File: src/hdl/hindered_settling_factor_defines.svh
// Assertion macros shared by the hindered settling factor RTL.
`ifndef HINDERED_SETTLING_FACTOR_DEFINES_SVH
`define HINDERED_SETTLING_FACTOR_DEFINES_SVH
`ifndef NO_ASSERTIONS
`define HSF_ASSERT_IMPL(lbl, ante, cons) \
    lbl: assert property (@(posedge i_clk) disable iff (!i_rst_n) (ante) |-> (cons)) \
        else $error("hsf assertion failed");
`define HSF_ASSERT_NEXT(lbl, ante, cons) \
    lbl: assert property (@(posedge i_clk) disable iff (!i_rst_n) (ante) |=> (cons)) \
        else $error("hsf assertion failed");
`else
`define HSF_ASSERT_IMPL(lbl, ante, cons)
`define HSF_ASSERT_NEXT(lbl, ante, cons)
`endif
`endif

File: src/hdl/hsf_pkg.sv
// Package: types and constants of the hindered settling factor block.
`timescale 1ns / 1ps
`default_nettype none
package hsf_pkg;
    localparam int FRAC_BITS  = 16;
    localparam int QDEPTH     = 4;
    localparam int QPTR_W     = 2;
    localparam int QCNT_W     = 3;
    localparam int RE_W       = 48;
    localparam int DIV_STEPS  = 48;
    localparam int LOG_STEPS  = 16;
    localparam int LOG_W      = 22;
    localparam int RE_FRAC    = 12;
    localparam int EXP_BITS   = 16;
    localparam int SQ_PAIRS   = 17;
    localparam int SQ_CHUNK   = 6;
    localparam int SQ_NCH     = 3;
    localparam int EXP_STAGES = EXP_BITS * SQ_NCH;
    localparam int RCP_STEPS  = 18;

    localparam logic [47:0] RE_MAX     = 48'hFFFF_FFFF_FFFF;
    localparam logic [16:0] EXP_ONE    = 17'h10000;
    localparam logic [43:0] DEN_BASE   = 44'(40 * 65536);
    localparam logic [43:0] RCP_REM0   = 44'(94 * 16384);
    localparam logic [17:0] M_BASE     = 18'd88473;
    localparam logic [21:0] LOG_SIXTEEN = 22'h100000;

    typedef enum logic [0:0] {
        CFG_PACKING_LIMIT = 1'b0,
        CFG_DIAMETER      = 1'b1
    } t_cfg_idx;

    typedef struct packed {
        logic [31:0] speed;
        logic [31:0] visc;
        logic [16:0] acomp;
        logic        packed_cell;
        logic        zero;
    } t_item;

    typedef struct packed {
        logic        packed_cell;
        logic        zero;
        logic        rez;
        logic [16:0] acomp;
        logic [5:0]  ip;
        logic [20:0] neg;
        logic [7:0]  n;
    } t_side;
endpackage
`default_nettype wire

File: src/hdl/hsf_front.sv
// Front end: configuration registers, item classification and issue queue.
`timescale 1ns / 1ps
`default_nettype none
`include "hindered_settling_factor_defines.svh"
module hsf_front (
    input  logic                 i_clk,
    input  logic                 i_rst_n,
    input  logic                 i_valid,
    output logic                 o_stall,
    input  logic [15:0]          i_solids_fraction,
    input  logic [31:0]          i_terminal_speed,
    input  logic [31:0]          i_kinematic_viscosity,
    input  logic                 i_cfg_we,
    input  logic [0:0]           i_cfg_index,
    input  logic [31:0]          i_cfg_data,
    input  logic                 i_pop,
    output logic                 o_q_vld,
    output hsf_pkg::t_item       o_q_item,
    output logic [31:0]          o_diameter
);
    logic [15:0] r_limit, n_limit;
    logic [31:0] r_diam, n_diam;
    hsf_pkg::t_item r_mem [hsf_pkg::QDEPTH];
    logic [hsf_pkg::QPTR_W-1:0] r_wp, r_rp;
    logic [hsf_pkg::QCNT_W-1:0] r_cnt, n_cnt;
    hsf_pkg::t_item item;
    logic push;

    always_comb begin
        n_limit = r_limit;
        n_diam  = r_diam;
        if (i_cfg_we) begin
            unique case (i_cfg_index)
                hsf_pkg::CFG_PACKING_LIMIT: n_limit = i_cfg_data[15:0];
                hsf_pkg::CFG_DIAMETER:      n_diam  = i_cfg_data;
                default: ;
            endcase
        end
    end

    always_comb begin
        item.speed       = i_terminal_speed;
        item.visc        = i_kinematic_viscosity;
        item.acomp       = 17'(hsf_pkg::EXP_ONE - {1'b0, i_solids_fraction});
        item.packed_cell = (i_solids_fraction >= r_limit);
        item.zero        = (i_kinematic_viscosity == '0);
    end

    assign o_stall = (r_cnt == hsf_pkg::QCNT_W'(hsf_pkg::QDEPTH));
    assign push    = i_valid && !o_stall;
    assign o_q_vld = (r_cnt != '0);
    assign o_q_item = r_mem[r_rp];
    assign o_diameter = r_diam;

    always_comb begin
        n_cnt = r_cnt;
        if (push && !i_pop) begin
            n_cnt = r_cnt + 1'b1;
        end else if (!push && i_pop) begin
            n_cnt = r_cnt - 1'b1;
        end
    end

    always_ff @(posedge i_clk) begin
        if (!i_rst_n) begin
            r_limit <= 16'hFFFF;
            r_diam  <= '0;
            r_wp    <= '0;
            r_rp    <= '0;
            r_cnt   <= '0;
        end else begin
            r_limit <= n_limit;
            r_diam  <= n_diam;
            r_cnt   <= n_cnt;
            if (push) begin
                r_wp <= r_wp + 1'b1;
            end
            if (i_pop) begin
                r_rp <= r_rp + 1'b1;
            end
        end
    end

    always_ff @(posedge i_clk) begin
        if (push) begin
            r_mem[r_wp] <= item;
        end
    end

    `HSF_ASSERT_NEXT(a_cnt_up, push && !i_pop, r_cnt == $past(r_cnt) + 3'd1)
    `HSF_ASSERT_IMPL(a_pop_nonempty, i_pop, r_cnt != '0)
endmodule
`default_nettype wire

File: config.mk
export PLATFORM = sky130hd
export DESIGN_NAME = hsf_front
export DESIGN_NICKNAME = d
export VERILOG_FILES = /design/src/hdl/hsf_pkg.sv /design/src/hdl/hsf_front.sv
export VERILOG_INCLUDE_DIRS = /design/src /design/src/hdl
export SDC_FILE = /design/constraint.sdc
export NUM_CORES = 1
export LEC_CHECK = 0
export ABC_AREA = 1
export BUFFER_PORTS_ARGS = -buffer_cell sky130_fd_sc_hd__buf_2
export CAP_MARGIN = 0
export CORE_ASPECT_RATIO = 1.1
export CORE_MARGIN = 2
export CORE_UTILIZATION = 45
export DETAILED_ROUTE_END_ITERATION = 7
export GPL_TIMING_DRIVEN = 0
export MAX_ROUTING_LAYER = met4
export PLACE_DENSITY = 0.63
export SKIP_LAST_GASP = 1
export SLEW_MARGIN = 10
export SYNTH_ARGS = -nofsm -noshare
export SYNTH_HDL_FRONTEND = slang
export SYNTH_SLANG_ARGS = --single-unit
File: constraint.sdc
create_clock -name i_clk -period 9.8 [get_ports i_clk]
set_input_delay 0.98 -clock i_clk [delete_from_list [all_inputs] [get_ports i_clk]]
set_output_delay 0.98 -clock i_clk [all_outputs]
set_load 0.02 [all_outputs]
-- After elaboration in Yosys (flattened, before gate mapping)
Memory sizes are Yosys's and may differ from the RTL's. A register that Yosys moved wholly into a read port is not among the register bits.
Index checks and enable logic that the tools add are counted.
- output and inout port bits: 117
- memories kept: 1
- memory bits (writable): 332
- logic and storage cells: 31
- bits in registers: 55
- input port bits: 118
- multiplexer cells: 6
- equality and inequality tests: 1
- add/subtract/negate cells: 5
- magnitude comparators: 1
- reduce and logical (&&, ||, !) cells: 11
- bitwise logic cells: 1
- memory list (memory ; words ; width ; read ports ; clocked after Yosys merged registers in ; write ports ; RTL line ; text):
    r_mem ; 4 ; 83 ; 1 ; 1 ; 1 ; hsf_front.sv:23 ; hsf_pkg::t_item r_mem [hsf_pkg::QDEPTH];
- operators with widths (cell ; number):
    logical NOT 32 bit ; 1
    subtractor 17 x 16 -> 17 bit (first input constant) ; 1
    >= comparator 16 bit ; 1
    2-to-1 mux 3 bit ; 2
    adder 2 x 1 -> 2 bit (second input constant) ; 2
    2-to-1 mux 2 bit ; 2
    AND reduction 2 bit ; 2
    adder 3 x 1 -> 3 bit (second input constant) ; 1
    == test 3 bit (second input constant) ; 1
    logical AND 1 bit ; 3
    logical NOT 1 bit ; 3
    nonzero test 3 bit ; 1
    subtractor 3 x 1 -> 3 bit (second input constant) ; 1
    2-to-1 mux 1 bit ; 2
    nonzero test 2 bit ; 1
    NOT 1 bit ; 1

-- Longest topological paths before layout
- depth in word-level cells: 7
- gate-level depth with buffers: 11
- gate-level depth less buffers: 11

-- Worst setup path before layout
Ideal clock, no wire load.
- path type: input to register
- start point: input port i_valid
- end point: memory r_mem[0][0] (netlist name), enable pin
- setup slack: 4.666 ns
- path buffers: 0
- data arrival time: 4.608 ns
- library setup time: 0.525 ns
- stages on the path: 2
- required time: 9.275 ns
- cell sequence: nand2_1 > nor2_1
- cells in the longest elaborated chain, start to end: 3
- ends and longest elaborated chain (item ; RTL line ; text):
    from (decl) ; hsf_front.sv:8 ; input logic i_valid,
    logical AND 1 bit ; hsf_front.sv:50 ; assign push = i_valid && !o_stall;
    2-to-1 mux 1 bit ; hsf_front.sv:85 ; if (push) begin
    2-to-1 mux 1 bit (not written as such) ; hsf_front.sv:86 ; r_mem[r_wp] <= item;
    to (decl) ; hsf_front.sv:23 ;
Every way passes these cells.

==> flow_summary.json <==
{
  "vdd_drop_max_uv": 149,
  "grt_first_pass_wirelength_mm": 55.9,
  "cts.reportedPaths.clkPinSlew_ps": 60,
  "synthXorXnorAreaFrac": 0.00575,
  "setup_tns_ps": 0,
  "number_of_global_route_vias_before_repair": 10400,
  "worstPathArrival_ps": 2440,
  "setup_viol": 0,
  "ys.flop_type": "edfxtp_1",
  "avgViaCountPerCell": 5.18,
  "clock_path_buffers": 3,
  "rsz_0062_raised_after_global_routing": "false",
  "cp_slowest_stage_delay_ps": 440,
  "ios": 235,
  "min_path_type": "flop to flop",
  "dr.pass1.iters": 5,
  "holdBufCountCts": 0,
  "io_buffers": 233,
  "cts_setup_buffers": 0,
  "synthCells": 1223,
  "clock_sinks": 389,
  "grt_max_degree": 25,
  "dr.first_iter.drc_count": 683,
  "post_synth_fa_ha_maj_area_fraction": 0.0194,
  "postSynthAreaPerCell_um2": 12.5,
  "grt-ovfl-total": 0,
  "achievable-frequency_mhz": 292,
  "initial_core_util": 0.458,
  "leakagePower_nw": 7.03,
  "placed_area_mm2": 0.0173,
  "max-cap-violations": 0,
  "yosysSeqAreaShare": 0.729,
  "flow.area_growth_from_synthesis_pct": 21.5,
  "synth-compound-area-share": 0.115,
  "synth.ff_latch_count": 389,
  "postRouteAntennaNets": 0,
  "synthDominantCellAreaShare": 0.654,
  "synthesis.area_mm2": 0.0152,
  "worstSetupEndpointType": "output port",
  "synth.largest_area_cell": "edfxtp_1",
  "holdCritStartpoint": "o_diameter[20]",
  "tritoncts_clock_tree": "built",
  "fin_worst_skew_ps": 10.4,
  "clock_insertion_delay_worst_skew_ps": 530,
  "max_slew.worst_pin.slew_ps": 829,
  "critical_path.max_fanout": 10,
  "dp.final_hpwl_mm": 24.0,
  "crit_path_start_kind": "flop",
  "regToRegStartpoint": "r_cnt[1]",
  "die-height_um": 197,
  "ctsRootBufferMaster": "clkbuf_16",
  "commonest_cells_in_the_netlist": "edfxtp_1, nor2_1, o21ai_0, o22ai_1, o21ai_1",
  "crit_path_cells": "inv_1, buf_2, clkbuf_1, o21ai_0, o22ai_1, buf_2",
  "min_period_ps": 3420,
  "yosys.cell_count.top_type": "edfxtp_1",
  "gp_routability_congestion": 0.760,
  "grt_util_all_layers": 0.210,
  "synth.top_cells.by_area": "edfxtp_1, dfxtp_1, nor2_1",
  "largest_family_of_logic_cells_by_synthesized_area": "compound AO/OA/AOI/OAI gates",
  "layout-drive-gt1-share": 0.224,
  "path_common_cell": "buf_2",
  "floorplan.rows": 70,
  "vias": 10200,
  "synth.mux.area_fraction": 0,
  "stdcell_area_mm2": 0.0185,
  "htree_num_levels": 2,
  "final_net_count": 1652,
  "worst_slew_margin": 0.446,
  "reg2reg_slack_ps": 7300,
  "hold_slack_ps": 483,
  "finalMaxSlewViolations": 0,
  "crit_slowest_cell": "clkbuf_1",
  "post_cts_resize_count": 0,
  "p_per_area_mw_per_mm2": 211,
  "worst_hold_path.num_cells": 2,
  "grt_antenna_before_repair": 5,
  "synth_enable_flop_cells": 332,
  "yosys.cell_types.count": 25,
  "remaining_design_rule_violation_count": 0,
  "worstRegToRegCells": 7,
  "die_width_um": 179,
  "fraction_of_registers_with_async_set_reset": 0,
  "postSynthNetCount": 1364,
  "terminus_of_the_critical_flop_to_flop_path": "r_mem[0][67]",
  "core_mm2": 0.0333,
  "post-route-period-util": 0.349,
  "avgRoutedWirePerCell_um": 18.2,
  "run_status": "complete, no violations",
  "worst-setup-path-type": "flop to output port",
  "route.final.wire_length_mm": 35.9,
  "timing.final.hold_violations": 0,
  "min_delay_worst_endpoint": "o_diameter[20]",
  "fp.dieArea_mm2": 0.0353,
  "synth-simple-area-share": 0.0896,
  "worst_ep_required_time_ps": 8820,
  "cts_buffers": 40,
  "count_of_warnings_emitted_by_yosys": 0
}
[final cells by class]
class / count / area, um2
sequential: 389 / 11100
timing repair buffer: 246 / 1460
tap: 432 / 541
antenna: 5 / 12.5
inverter: 56 / 213
clock buffer: 50 / 1060
buffer: 69 / 412
multi-input combinational: 709 / 3530
fill: 2768 / 14800
clock inverter: 20 / 184
[routing by layer]
layer  vias to the layer above  share of wire  routed length, um  track usage
met3                        64          0.078               2810       0.0547
met2                       349           0.49              17600        0.347
met1                      4842           0.41              14600        0.254
met4                         0          0.026                928       0.0650
met5                         -              0                  0            -
li1                       4988              -                  -            -
[cells in the final DEF, fill, tap and decap left out]
master / count
nor2_1: 273
or2_2: 1
nand3_1: 8
clkinvlp_2: 1
fa_1: 1
clkinvlp_4: 4
buf_4: 9
diode_2: 5
o21ai_0: 148
buf_2: 247
nand4_1: 8
ha_1: 22
nand2_1: 58
clkbuf_2: 3
nor2_4: 4
xnor2_1: 1
a21oi_1: 16
buf_12: 9
clkinv_1: 7
edfxtp_1: 332
clkbuf_1: 39
clkbuf_16: 41
buf_16: 4
o21ai_1: 60
xor2_1: 9
bufinv_16: 3
o211ai_1: 15
o22ai_1: 83
dfxtp_1: 57
buf_6: 13
inv_6: 2
inv_1: 55
and2_1: 1
clkinv_2: 3
inv_4: 1
nor3_1: 1
[flip-flops by register name (all words and copies together) (netlist names), named ones only]
name / cells
r_wp: 2
r_cnt: 3
o_diameter: 32
r_mem: 332
r_limit: 16
r_rp: 2
[cell families (layout without fill, tap and decap cells)]
kind of cell,count (synthesis),in the layout
DFF,389,389
and+or+nand+nor,354,354
AOI/OAI and AO/OA,322,322
buffers and inverters,125,441
adders and majority gates,23,23
xor gates and xnor gates,10,10
other,0,5
[where the power goes]
part	switching (W)	total (W)	internal [W]
Sequential	0.0000260	0.00194	0.00192
Combinational	0.000357	0.000525	0.000168
Clock	0.000594	0.00144	0.000846
Total	0.000977	0.00391	0.00293
[worst max path at each step]
stage | end | slack (ps) | cells past startpoint
2_1_floorplan | r_mem[0][0] | 4670 | 2
3_3_place_gp | r_mem[0][70] | 1670 | 3
3_5_place_dp | r_mem[0][70] | 6720 | 6
4_1_cts | o_q_item[13] | 6350 | 6
5_1_grt | o_q_item[13] | 6280 | 6
6_report | o_q_item[13] | 6380 | 6
[worst max-delay path: cells and delay by family, from the launching register on]
| kind | cells | cell delay (ps) |
|---|---|---|
| buffers and inverters | 4 | 1060 |
| AO/OA/AOI/OAI | 2 | 520 |
| flip-flops | 1 | 330 |
[stage by stage]
stage | instances | power [W] | utilization | setup WS, ps
floorplan | 1223 | 0.00229 | - | 4670
CTS | 1971 | 0.00395 | 0.556 | 6350
global route | 1976 | 0.00406 | 0.556 | 6280
finish | 1976 | 0.00391 | 0.556 | 6380
global placement | 1888 | 0.00249 | 0.509 | 1670
detailed placement | 1901 | 0.00251 | 0.519 | 6720
Note: power is estimated with default switching activity, not from simulation.
